===== src/design/rldu_pkg.sv =====
// Shared types, constants and helpers for the subpicture RLE run decoder.
// Used by rldu_nibble, rldu_out_fifo and subpicture_rle_run_decoder_unit.
package rldu_pkg;

  localparam int unsigned DIM_W     = 12;
  localparam int unsigned COLOR_W   = 24;
  localparam int unsigned INDEX_W   = 2;
  localparam int unsigned CODE_W    = 16;
  localparam int unsigned PEND_W    = 3;
  localparam int unsigned RUN_W     = CODE_W - INDEX_W;
  localparam int unsigned CFG_IDX_W = 3;
  localparam int unsigned OUT_DEPTH = 4;
  localparam int unsigned OUT_PTR_W = $clog2(OUT_DEPTH);
  localparam int unsigned OUT_CNT_W = $clog2(OUT_DEPTH + 1);

  // Nibble counts of the four code lengths
  localparam logic [PEND_W-1:0] PEND_4BIT  = 3'd1;
  localparam logic [PEND_W-1:0] PEND_8BIT  = 3'd2;
  localparam logic [PEND_W-1:0] PEND_12BIT = 3'd3;
  localparam logic [PEND_W-1:0] PEND_16BIT = 3'd4;

  typedef enum logic [CFG_IDX_W-1:0] {
    CFG_IMAGE_WIDTH  = 3'd0,
    CFG_IMAGE_HEIGHT = 3'd1,
    CFG_PALETTE_0    = 3'd2,
    CFG_PALETTE_1    = 3'd3,
    CFG_PALETTE_2    = 3'd4,
    CFG_PALETTE_3    = 3'd5
  } cfg_idx_t;

  typedef struct packed {
    logic [7:0] rle_byte;
    logic       frame_start;
  } in_item_t;

  typedef struct packed {
    logic [COLOR_W-1:0] run_color;
    logic [INDEX_W-1:0] palette_slot;
    logic [DIM_W-1:0]   pixel_count;
    logic [DIM_W-1:0]   row_number;
    logic [DIM_W-1:0]   start_column;
    logic               is_background;
    logic               end_of_row;
    logic               end_of_frame;
    logic               last_of_byte;
  } out_item_t;

  // Decoder state carried from byte to byte
  typedef struct packed {
    logic [CODE_W-1:0]  code_bits;
    logic [PEND_W-1:0]  pending_nibbles;
    logic [DIM_W-1:0]   column_count;
    logic [DIM_W-1:0]   row_count;
    logic [INDEX_W-1:0] background_index;
    logic               frame_done;
  } dec_state_t;

  // One decoded run as a nibble slice reports it
  typedef struct packed {
    logic [INDEX_W-1:0] palette_slot;
    logic [DIM_W-1:0]   pixel_count;
    logic [DIM_W-1:0]   row_number;
    logic [DIM_W-1:0]   start_column;
    logic               is_background;
    logic               end_of_row;
    logic               end_of_frame;
  } run_t;

  function automatic logic [COLOR_W-1:0] pick_color(
    input logic [INDEX_W-1:0] idx,
    input logic [COLOR_W-1:0] c0,
    input logic [COLOR_W-1:0] c1,
    input logic [COLOR_W-1:0] c2,
    input logic [COLOR_W-1:0] c3
  );
    logic [COLOR_W-1:0] c;
    unique case (idx)
      2'd0:    c = c0;
      2'd1:    c = c1;
      2'd2:    c = c2;
      default: c = c3;
    endcase
    return c;
  endfunction

endpackage


===== src/design/rldu_nibble.sv =====
// One nibble step of the run decoder: extends the current code, finishes it
// when complete and reports the clipped run. Depends on rldu_pkg.
module rldu_nibble (
  input  rldu_pkg::dec_state_t st_i,
  input  logic [3:0]           nib_i,
  input  logic                 active_i,
  input  logic [11:0]          width_i,
  input  logic [11:0]          height_i,
  output rldu_pkg::dec_state_t st_o,
  output logic                 emit_o,
  output rldu_pkg::run_t       run_o,
  output logic                 cont_o
);
  import rldu_pkg::*;

  logic [CODE_W-1:0]  code_n;
  logic [PEND_W-1:0]  pend_n;
  logic               finish;
  logic [RUN_W-1:0]   run;
  logic [INDEX_W-1:0] idx;
  logic               fill;
  logic [DIM_W-1:0]   remain;
  logic [DIM_W-1:0]   len;
  logic [DIM_W-1:0]   col_n;
  logic [DIM_W-1:0]   row_n;
  logic               eor;
  logic               eof;
  logic [INDEX_W-1:0] bg_n;

  always_comb begin
    code_n = {st_i.code_bits[CODE_W-5:0], nib_i};
    pend_n = st_i.pending_nibbles + 3'd1;
    case (pend_n)
      PEND_4BIT:  finish = |code_n[CODE_W-1:2];
      PEND_8BIT:  finish = |code_n[CODE_W-1:4];
      PEND_12BIT: finish = |code_n[CODE_W-1:6];
      default:    finish = 1'b1;
    endcase
    run    = code_n[CODE_W-1:INDEX_W];
    idx    = code_n[INDEX_W-1:0];
    fill   = (pend_n == PEND_16BIT) && (run == '0);
    remain = width_i - st_i.column_count;
    // clip to the rest of the row; a zero run field fills it
    len    = (fill || (run > {2'b00, remain})) ? remain : run[DIM_W-1:0];
    col_n  = st_i.column_count + len;
    eor    = (col_n == width_i);
    row_n  = st_i.row_count + 12'd1;
    eof    = eor && (({1'b0, st_i.row_count} + 13'd1) >= {1'b0, height_i});
    bg_n   = ((st_i.column_count == '0) && (st_i.row_count == '0)) ? idx
                                                                   : st_i.background_index;

    st_o   = st_i;
    emit_o = 1'b0;
    cont_o = 1'b0;
    run_o  = '0;

    if (active_i && !st_i.frame_done) begin
      if (st_i.row_count >= height_i) begin
        st_o.frame_done = 1'b1;
      end else if (!finish) begin
        st_o.code_bits       = code_n;
        st_o.pending_nibbles = pend_n;
        cont_o               = 1'b1;
      end else begin
        st_o.code_bits       = '0;
        st_o.pending_nibbles = '0;
        if (st_i.column_count >= width_i) begin
          // row already full: drop the code and the rest of the byte
          st_o.column_count = '0;
          st_o.row_count    = row_n;
          st_o.frame_done   = (row_n >= height_i);
        end else begin
          emit_o                = 1'b1;
          st_o.background_index = bg_n;
          run_o.palette_slot    = idx;
          run_o.pixel_count     = len;
          run_o.row_number      = st_i.row_count;
          run_o.start_column    = st_i.column_count;
          run_o.is_background   = (idx == bg_n);
          run_o.end_of_row      = eor;
          run_o.end_of_frame    = eof;
          if (eor) begin
            st_o.column_count = '0;
            st_o.row_count    = row_n;
            st_o.frame_done   = (row_n >= height_i);
          end else begin
            st_o.column_count = col_n;
            cont_o            = 1'b1;
          end
        end
      end
    end
  end

endmodule


===== src/design/rldu_out_fifo.sv =====
// Small result queue: takes up to two items per cycle, hands out one.
// Depends on rldu_pkg for the item type and depth.
module rldu_out_fifo (
  input  logic                 clk,
  input  logic                 rst_n,
  input  logic [1:0]           wr_cnt_i,
  input  rldu_pkg::out_item_t  wr_data0_i,
  input  rldu_pkg::out_item_t  wr_data1_i,
  input  logic                 rd_ready_i,
  output logic                 rd_valid_o,
  output rldu_pkg::out_item_t  rd_data_o,
  output logic [rldu_pkg::OUT_CNT_W-1:0] count_o
);
  import rldu_pkg::*;

  out_item_t              mem_r [OUT_DEPTH];
  logic [OUT_PTR_W-1:0]   wr_ptr_r, wr_ptr_nxt;
  logic [OUT_PTR_W-1:0]   rd_ptr_r, rd_ptr_nxt;
  logic [OUT_CNT_W-1:0]   count_r, count_nxt;
  logic                   rd_en;
  logic [OUT_PTR_W-1:0]   wr_ptr_p1;

  assign rd_valid_o = (count_r != '0);
  assign rd_data_o  = mem_r[rd_ptr_r];
  assign count_o    = count_r;
  assign rd_en      = rd_valid_o && rd_ready_i;
  assign wr_ptr_p1  = wr_ptr_r + OUT_PTR_W'(1);

  always_comb begin
    wr_ptr_nxt = wr_ptr_r + OUT_PTR_W'(wr_cnt_i);
    rd_ptr_nxt = rd_ptr_r + OUT_PTR_W'(rd_en);
    count_nxt  = count_r + OUT_CNT_W'(wr_cnt_i) - OUT_CNT_W'(rd_en);
  end

  always_ff @(posedge clk) begin
    if (!rst_n) begin
      wr_ptr_r <= '0;
      rd_ptr_r <= '0;
      count_r  <= '0;
    end else begin
      wr_ptr_r <= wr_ptr_nxt;
      rd_ptr_r <= rd_ptr_nxt;
      count_r  <= count_nxt;
    end
  end

  always_ff @(posedge clk) begin
    if (wr_cnt_i != 2'd0) begin
      mem_r[wr_ptr_r] <= wr_data0_i;
    end
    if (wr_cnt_i == 2'd2) begin
      mem_r[wr_ptr_p1] <= wr_data1_i;
    end
  end

endmodule


===== src/design/subpicture_rle_run_decoder_unit.sv =====
// Subpicture RLE run decoder: top level with input register, decode slices
// and result queue. Depends on rldu_pkg, rldu_nibble and rldu_out_fifo.
//
// Takes one coded byte per cycle and emits zero, one or two runs for it.
// A byte sits in the input register, where two nibble slices
// decode it against the stored state; its runs then go into a four-entry
// result queue. A new byte is taken every cycle as long as the queue has
// room for two runs, so the sustained rate is one byte per cycle, bounded
// only by the output side when bytes yield two runs each. Image size and
// palette must be written while the block is idle; width or height zero
// turns decoding off.
module subpicture_rle_run_decoder_unit (
  input  logic                clk,
  input  logic                rst_n,
  input  logic                in_valid,
  output logic                in_ready,
  input  rldu_pkg::in_item_t  in_data,
  output logic                out_valid,
  input  logic                out_ready,
  output rldu_pkg::out_item_t out_data,
  input  logic                cfg_we,
  input  logic [rldu_pkg::CFG_IDX_W-1:0] cfg_addr,
  input  logic [rldu_pkg::COLOR_W-1:0]   cfg_wdata
);
  import rldu_pkg::*;

  logic [DIM_W-1:0]   width_r, height_r;
  logic [COLOR_W-1:0] pal0_r, pal1_r, pal2_r, pal3_r;

  logic               in_valid_r, in_valid_nxt;
  in_item_t           in_data_r;
  dec_state_t         state_r, state_nxt;
  dec_state_t         st_start, st0, st1;
  logic               fire;
  logic               enabled;
  logic               emit0, emit1, cont0, cont1;
  run_t               run0, run1;
  out_item_t          item0, item1, wr0;
  logic [1:0]         wr_cnt;
  logic [OUT_CNT_W-1:0] fifo_count;

  // configuration registers
  always_ff @(posedge clk) begin
    if (!rst_n) begin
      width_r  <= '0;
      height_r <= '0;
      pal0_r   <= '0;
      pal1_r   <= '0;
      pal2_r   <= '0;
      pal3_r   <= '0;
    end else if (cfg_we) begin
      unique case (cfg_addr)
        CFG_IMAGE_WIDTH:  width_r  <= cfg_wdata[DIM_W-1:0];
        CFG_IMAGE_HEIGHT: height_r <= cfg_wdata[DIM_W-1:0];
        CFG_PALETTE_0:    pal0_r   <= cfg_wdata;
        CFG_PALETTE_1:    pal1_r   <= cfg_wdata;
        CFG_PALETTE_2:    pal2_r   <= cfg_wdata;
        CFG_PALETTE_3:    pal3_r   <= cfg_wdata;
        default: ;
      endcase
    end
  end

  // decode the held byte only when the queue can take two runs
  assign fire     = in_valid_r && (fifo_count <= OUT_CNT_W'(OUT_DEPTH - 2));
  assign in_ready = !in_valid_r || fire;
  assign enabled  = (width_r != '0) && (height_r != '0);

  always_comb begin
    st_start = state_r;
    if (in_data_r.frame_start) begin
      st_start.code_bits       = '0;
      st_start.pending_nibbles = '0;
      st_start.column_count    = '0;
      st_start.row_count       = '0;
      st_start.frame_done      = 1'b0;
    end
  end

  rldu_nibble u_hi (
    .st_i     (st_start),
    .nib_i    (in_data_r.rle_byte[7:4]),
    .active_i (enabled),
    .width_i  (width_r),
    .height_i (height_r),
    .st_o     (st0),
    .emit_o   (emit0),
    .run_o    (run0),
    .cont_o   (cont0)
  );

  rldu_nibble u_lo (
    .st_i     (st0),
    .nib_i    (in_data_r.rle_byte[3:0]),
    .active_i (cont0),
    .width_i  (width_r),
    .height_i (height_r),
    .st_o     (st1),
    .emit_o   (emit1),
    .run_o    (run1),
    .cont_o   (cont1)
  );

  always_comb begin
    item0.run_color     = pick_color(run0.palette_slot, pal0_r, pal1_r, pal2_r, pal3_r);
    item0.palette_slot  = run0.palette_slot;
    item0.pixel_count   = run0.pixel_count;
    item0.row_number    = run0.row_number;
    item0.start_column  = run0.start_column;
    item0.is_background = run0.is_background;
    item0.end_of_row    = run0.end_of_row;
    item0.end_of_frame  = run0.end_of_frame;
    item0.last_of_byte  = !emit1;

    item1.run_color     = pick_color(run1.palette_slot, pal0_r, pal1_r, pal2_r, pal3_r);
    item1.palette_slot  = run1.palette_slot;
    item1.pixel_count   = run1.pixel_count;
    item1.row_number    = run1.row_number;
    item1.start_column  = run1.start_column;
    item1.is_background = run1.is_background;
    item1.end_of_row    = run1.end_of_row;
    item1.end_of_frame  = run1.end_of_frame;
    item1.last_of_byte  = 1'b1;

    wr0    = emit0 ? item0 : item1;
    wr_cnt = fire ? ({1'b0, emit0} + {1'b0, emit1}) : 2'd0;
  end

  always_comb begin
    state_nxt    = fire ? st1 : state_r;
    in_valid_nxt = in_ready ? in_valid : in_valid_r;
  end

  always_ff @(posedge clk) begin
    if (!rst_n) begin
      in_valid_r <= 1'b0;
      state_r    <= '0;
    end else begin
      in_valid_r <= in_valid_nxt;
      state_r    <= state_nxt;
    end
  end

  always_ff @(posedge clk) begin
    if (in_valid && in_ready) begin
      in_data_r <= in_data;
    end
  end

  rldu_out_fifo u_fifo (
    .clk        (clk),
    .rst_n      (rst_n),
    .wr_cnt_i   (wr_cnt),
    .wr_data0_i (wr0),
    .wr_data1_i (item1),
    .rd_ready_i (out_ready),
    .rd_valid_o (out_valid),
    .rd_data_o  (out_data),
    .count_o    (fifo_count)
  );

  a_reset_empties: assert property (@(posedge clk) !rst_n |=> !out_valid)
    else $error("result queue not empty after reset");

  a_done_silent: assert property (@(posedge clk) disable iff (!rst_n)
    fire && state_r.frame_done && !in_data_r.frame_start |-> wr_cnt == 2'd0)
    else $error("run emitted after frame finished");

  a_run_nonzero: assert property (@(posedge clk) disable iff (!rst_n)
    out_valid |-> out_data.pixel_count != '0)
    else $error("zero length run");

  a_eof_at_eor: assert property (@(posedge clk) disable iff (!rst_n)
    out_valid && out_data.end_of_frame |-> out_data.end_of_row)
    else $error("end of frame without end of row");

endmodule


===== config.mk =====
export PLATFORM = sky130hd
export DESIGN_NAME = subpicture_rle_run_decoder_unit
export DESIGN_NICKNAME = d
export VERILOG_FILES = /design/src/design/rldu_pkg.sv /design/src/design/rldu_nibble.sv /design/src/design/rldu_out_fifo.sv /design/src/design/subpicture_rle_run_decoder_unit.sv
export SDC_FILE = /design/constraint.sdc
export NUM_CORES = 1
export LEC_CHECK = 0
export ABC_AREA = 1
export BUFFER_PORTS_ARGS = -buffer_cell sky130_fd_sc_hd__buf_2
export CORE_ASPECT_RATIO = 1.4
export CORE_MARGIN = 1
export CORE_UTILIZATION = 63
export CTS_CLUSTER_SIZE = 20
export DETAILED_ROUTE_END_ITERATION = 8
export PLACE_DENSITY = 0.9
export SLEW_MARGIN = 10
export SYNTH_ARGS = -nofsm -noshare
export SYNTH_HDL_FRONTEND = slang
export SYNTH_SLANG_ARGS = --single-unit

===== constraint.sdc =====
create_clock -name clk -period 13.3 [get_ports clk]
set_input_delay 0.665 -clock clk [delete_from_list [all_inputs] [get_ports clk]]
set_output_delay 0.665 -clock clk [all_outputs]
set_load 0.02 [all_outputs]

==> results of run 1 <==
power groups by stage:
stage	clock [mW]	sequential [mW]	combinational [mW]
finish	1.26	1.55	1.54
floorplan	0	1.54	1.03
global placement	0	1.57	1.45
detailed placement	0	1.57	1.47
CTS	1.25	1.55	1.48
global route	1.30	1.55	1.67
worst paths after layout:
path / from / to / slack [ps] / cells after the start
setup / recovery: in_data_r[0] / u_fifo.mem_r[3][2] / 820 / 80
hold reg to reg: state_r[16] / state_r[16] / 470 / 2
hold / removal: in_data[1] / in_data_r[1] / 260 / 1
setup reg to reg: in_data_r[0] / u_fifo.mem_r[3][2] / 820 / 80
area by class of cell:
| class | instances | area [sq um] |
|---|---|---|
| repair inverters | 2 | 15.0 |
| well taps | 552 | 691 |
| repair buffers | 199 | 1290 |
| diodes | 1 | 2.50 |
| inverters | 299 | 1130 |
| clock inverters | 22 | 260 |
| fillers | 3345 | 12900 |
| flip-flops and latches | 443 | 11600 |
| clock buffers | 53 | 1140 |
| multi-input cells | 2639 | 14100 |
cell usage after synthesis (30+ instances only):
library cell    n
nand2_1       875
o21ai_0       379
nor2_1        370
inv_1         288
edfxtp_1      269
o22ai_1       221
a21oi_1       202
dfxtp_1       174
clkbuf_1      168
nand3_1       145
ha_1          136
xor2_1         50
nand4_1        32
nor3_1         30
flip-flops by register name, summed over array words and instances (netlist names):
name and flops:
in_data_r 9, u_fifo.count_o 3, u_fifo.rd_ptr_r 2, height_r 12, width_r 12, pal0_r 24
pal1_r 24, state_r 40, u_fifo.mem_r 264, u_fifo.wr_ptr_r 2, pal3_r 24, st_start 2
pal2_r 24, in_valid_r 1
timing repair:
action | 4_1_cts | 5_1_grt
endpoints found under the setup margin | 0 | 33
resized for setup | 0 | 38
buffers inserted | 0 | 2
logic make-up (layout without fill, tap and decap cells):
family	after synthesis	after routing	synth area share [%]
simple gates	1537	1538	23.8
compound gates	895	895	18.2
flops	443	443	42.0
fa+ha+maj	141	141	6.55
xor+xnor	65	65	2.15
other cells	0	1	0
buf+inv	500	575	7.19
critical path, delay by kind of cell (launching register included):
kind            cells  cell delay, ps
compound gates     19            3060
buf+inv            16            1920
xor+xnor            2             430
fa+ha+maj           7            2290
flops               1             390
simple gates       36            4130
per-stage QoR:
stage	worst slack [ps]	TNS [ps]	util, %
floorplan	1120	0	-
global placement	692	0	66.5
detailed placement	576	0	66.5
CTS	529	0	69.7
global route	-54.5	-114	70.1
finish	819	0	70.1
per-layer routing:
layer	global-route usage, %	vias up	routed length [um]
met2	62.7	2159	41100
met5	0	-	26
met4	23.0	4	6280
met1	52.3	12400	32300
met3	9.94	446	12700
li1	-	12400	-
==> key figures, run 1 <==
Synth
  – YS warnings: 0
  – Syn Inst Count: 3,581
  – Mapped Nets: 3,763
  – Top cell type's share of synthesized area: 29.4%
  – Average cell area after synthesis: 7.68 sq um
  – Cell variety after synth: 57
  – Most used DFF post-synth: edfxtp_1
  – EDFF count, synth: 269
  – Synth area leaders: edfxtp_1 (29%), dfxtp_1 (13%), nand2_1 (12%), o21ai_0 (6.9%), ha_1 (6.2%)
  – Post-synthesis async set-or-reset flop share: 0%
  – Seq/Total Area, Yosys: 42.0%
  – Post-Syn Area: 27,500 sq um
  – Yosys reg bits: 443
  – Area leader, netlist: edfxtp_1

Detailed routing
  – Routed vias/inst: 6.51
  – Via count: 27,400
  – Routed len/inst: 21.9 um
  – Total iterations of the first detailed-routing run: 6
  – Post-route ant nets: 0
  – Final wirelength: 92,400 um
  – DRC viols: 0
  – Initial DRC count: 4,354

Finish
  – Most frequent cells in the layout: nand2_1 (870), nor2_1 (367), o21ai_0 (367), inv_1 (286), edfxtp_1 (269)
  – Finished Layout Cells: 4,210
  – # nets final: 3,808
  – Synth-to-Final Area Change: 9.88%
  – Most common cell after layout, fill and taps aside: nand2_1
  – Final Cell Area: 30,200 sq um
  – Share of cells above drive strength 1: 10.5%

Run
  – Maxcap violations: 0

STA
  – Actual slew at the worst max-slew pin: 1200 ps
  – Max Slew Vio Count: 0
  – Final Critical Period: 12,480 ps
  – Fmax: 0.0801 GHz
  – RSZ-0062 raised after global routing: true
  – Rel. slew slack: 20.2%
  – Final Hold Viols: 0
  – Hold slack: 256 ps
  – # setup viols final: 0
  – Tcrit/Tclk final: 93.8%
  – Post-Route Skew: 28.5 ps

Pwr
  – Static leakage: 12.8 nW
  – Cell-internal power: 2.67 mW
  – Total power: 4.35 mW
  – Sw frac: 38.7%
  – Switching Power: 1.68 mW
  – Worst vdd ir: 98.0 uV
  – Pwr/cell area: 144 nW/um^2
  – Combinational power share: 35.5%
  – Sequential share of power: 35.6%
  – Clock Power Share: 28.9%

Placement
  – GPL Wtd Cong: 1.05
  – Placed instance area: 28,700 sq um
  – Placed cell count: 4,129
  – Port buffer count: 108
  – Post-DP HPWL: 62,300 um

Global route
  – Largest net degree at the start of global routing: 101
  – Initial antenna violation count: 3
  – First-pass GRT wire length: 139,000 um
  – GRT Overall Usage: 40.8%
  – Vias in the first global route: 25,000
  – Grt ovf: 0

Floorplan
  – Initial Utilization: 63.8%
  – Die area: 44,500 sq um
  – Core area: 43,100 sq um
  – Die H: 249 um
  – Die Wd: 179 um
  – Cell Rows: 90
  – I/O pins: 109

CTS
  – CTS tree: built
  – Root buf cell: clkbuf_16
  – Worst-Skew Late Latency: 580 ps
  – TritonCTS Sinks: 443
  – Max H-tree Level: 2
  – Clock Pin Slew Worst Setup and Hold Paths: 60 ps
  – CTS buffer count: 42
  – Hold Buf Count CTS: 0
  – Clock Path Buffers: 3

Setup path
  – Critical path fanouts, max: 19
  – Startpoint types: flip-flop
  – WS Path Type: flip-flop to flip-flop
  – Critical Path RT: 13,630 ps
  – Most frequent CP cell: nand2_1
  – Crit path largest cell delay: 510 ps
  – Worst-path cell with the longest stage delay: or4_1
  – Critical Path AT: 12,810 ps
  – Critical Path Sink Type: flip-flop

Worst hold path
  – Worst hold path type: primary input to flip-flop

Outcome
  – Status: completed
No activity file was read; power rests on OpenSTA's default activity.
==> run 2, diff against run 1 <==
--- a/config.mk
+++ b/config.mk
@@ -13,6 +13,7 @@
 export CTS_CLUSTER_SIZE = 20
 export DETAILED_ROUTE_END_ITERATION = 8
 export PLACE_DENSITY = 0.9
+export REMOVE_ABC_BUFFERS = 1
 export SLEW_MARGIN = 10
 export SYNTH_ARGS = -nofsm -noshare
 export SYNTH_HDL_FRONTEND = slang
==> run 2 against run 1 <==
Critical path depth down 2. Utilization up 1.4 points. Cell count up 0.81%. First-iteration DRC count down 20%. Clock-buffer cell count down 5. Clock power up 8%. Combinational power up 6%.
==> key figures, run 2 (synthesis gave the netlist of run 1 again) <==
Placement
  – Placed cell count: 4,158 (+0.70%)
  – Placed instance area: 29,100 sq um (+1.5%)
  – Post-DP HPWL: 67,900 um (+9.0%)
  – GPL Wtd Cong: 1.15 (+9.2%)
  – Port buffer count: 108 (unchanged)

Detailed routing
  – Post-route ant nets: 0 (unchanged)
  – Initial DRC count: 3,462 (-20%)
  – Via count: 28,100 (+2.4%)
  – Routed vias/inst: 6.61 (+1.6%)
  – Routed len/inst: 23.8 um (+8.6%)
  – Total iterations of the first detailed-routing run: 7 (+1)
  – Final wirelength: 101,000 um (+9.4%)
  – DRC viols: 0 (unchanged)

Global route
  – Grt ovf: 0 (unchanged)
  – GRT Overall Usage: 45.0% (+4.2 points)
  – Vias in the first global route: 27,100 (+8.7%)
  – Initial antenna violation count: 3 (unchanged)
  – First-pass GRT wire length: 151,000 um (+8.5%)
  – Largest net degree at the start of global routing: 105 (+4.0%)

STA
  – Actual slew at the worst max-slew pin: 1280 ps (+85.5 ps)
  – Tcrit/Tclk final: 94.0% (+0.16 points)
  – Final Critical Period: 12,500 ps (+21.2 ps)
  – Final setup TNS: 0 ps (unchanged)
  – Post-Route Skew: 21.9 ps (-6.59 ps)
  – Fmax: 0.0800 GHz (-0.17%)
  – Rel. slew slack: 14.3% (-5.9 points)
  – Hold slack: 260 ps (+3.45 ps)
  – Max Slew Vio Count: 0 (unchanged)
  – Final Hold Viols: 0 (unchanged)
  – # setup viols final: 0 (unchanged)

Finish
  – Most flops, register: u_fifo.mem_r
  – Synth-to-Final Area Change: 12.1%
  – Fillers: 3,331 (-0.42%)
  – Max reg flops: 264 (unchanged)
  – Share of cells above drive strength 1: 11.6% (+1.1 points)
  – Finished Layout Cells: 4,244 (+0.81%)
  – Final Cell Area: 30,800 sq um (+2.1%)
  – Most common cell after layout, fill and taps aside: nand2_1
  – Top flop regs: u_fifo.mem_r (264), state_r (40)
  – Most frequent cells in the layout: nand2_1 (871), o21ai_0 (367), nor2_1 (365), inv_1 (284), edfxtp_1 (269)
  – # nets final: 3,842 (+0.89%)

CTS
  – Clock Pin Slew Worst Setup and Hold Paths: 70 ps (about the same)
  – CTS tree: built
  – Root buf cell: clkbuf_16
  – CTS buffer count: 43 (+2.4%)
  – TritonCTS Sinks: 443 (unchanged)
  – Clock Path Buffers: 3 (unchanged)
  – Worst-Skew Late Latency: 590 ps (about the same)
  – Hold Buf Count CTS: 0 (unchanged)
  – Max H-tree Level: 2 (unchanged)

Setup path
  – Worst-path cell with the longest stage delay: or4_1
  – Family with the most delay on the worst path: simple AND/OR/NAND/NOR gates
  – Most frequent CP cell: nand2_1
  – Crit path largest cell delay: 500 ps (about the same)
  – Critical path fanouts, max: 9 (-10)
  – Buffers plus inverters on the worst setup path: 11 (-5)
  – Startpoint types: flip-flop
  – Critical Path RT: 13,740 ps (+110 ps)
  – Critical Path Sink Type: flip-flop
  – Critical Path AT: 12,940 ps (+130 ps)
  – WS Path Type: flip-flop to flip-flop

Pwr
  – Pwr/cell area: 147 nW/um^2 (+2.2%)
  – Worst vdd ir: 129 uV (+32%)
  – Static leakage: 13.1 nW (+2.3%)

Outcome
  – Status: completed

Floorplan
  – Cell Rows: 90 (unchanged)
  – I/O pins: 109 (unchanged)
  – Die H: 249 um (unchanged)
  – Initial Utilization: 63.8% (unchanged)
  – Die Wd: 179 um (unchanged)
  – Core area: 43,100 sq um (unchanged)
  – Die area: 44,500 sq um (unchanged)

Worst hold path
  – Worst hold path type: primary input to flip-flop

Run
  – Maxcap violations: 0 (unchanged)
## run 2: changes by cell type in the layout (fill, tap and decap cells not counted), moves of 3 or more
cell	delta
buf_12	+16
buf_4	+19
bufinv_16	+3
clkbuf_1	-4
clkbuf_8	-3
clkinv_1	-4
nand2_2	-6
nand2_4	+4
## run 2: routing by layer
layer | global-route usage (%) | vias to the layer above | wire length [um]
met5 | 0 | - | 13
met4 | 41.2 | 2 | 10800
met3 | 9.58 | 666 | 11300
met2 | 72.4 | 2106 | 46400
met1 | 49.1 | 12800 | 32600
li1 | - | 12500 | -
## run 2: stage by stage
step	total power [mW]	utilization, %	worst slack, ps
floorplan	2.54	-	-550
finish	4.54	71.5	798
global placement	3.08	67.5	551
global route	4.69	71.5	-7.72
detailed placement	3.10	67.5	283
CTS	4.42	71.1	268
## run 2: cell type report
type,instances,area [sq um],area share (%)
antenna,1,2.50,0.00812
clock buffer,48,1140,3.69
timing repair buffer,234,1750,5.68
clock inverter,28,387,1.25
timing repair inverter,1,7.51,0.0243
multi-input combinational,2638,14200,45.9
sequential,443,11600,37.5
tap,552,691,2.24
inverter,299,1130,3.67
## run 2: power by group
group	leakage [nW]	total (mW)	internal, mW	switching, mW
clock network	0.733	1.36	0.779	0.578
registers	3.70	1.54	1.49	0.0497
logic	8.64	1.64	0.490	1.15
total	13.1	4.54	2.76	1.78
## run 2: final timing paths
path | startpoint | endpoint | slack [ps] | cells past startpoint
setup / recovery | in_data_r[0] | u_fifo.mem_r[2][1] | 800 | 78
hold / removal | in_data[4] | in_data_r[4] | 260 | 1
setup reg to reg | in_data_r[0] | u_fifo.mem_r[2][1] | 800 | 78
hold reg to reg | pal3_r[4] | pal3_r[4] | 470 | 2
## run 2: repair_timing
item | 4_1_cts | 5_1_grt
setup endpoints to repair | 0 | 33
setup buffers | 0 | 8
gates resized for setup | 0 | 40
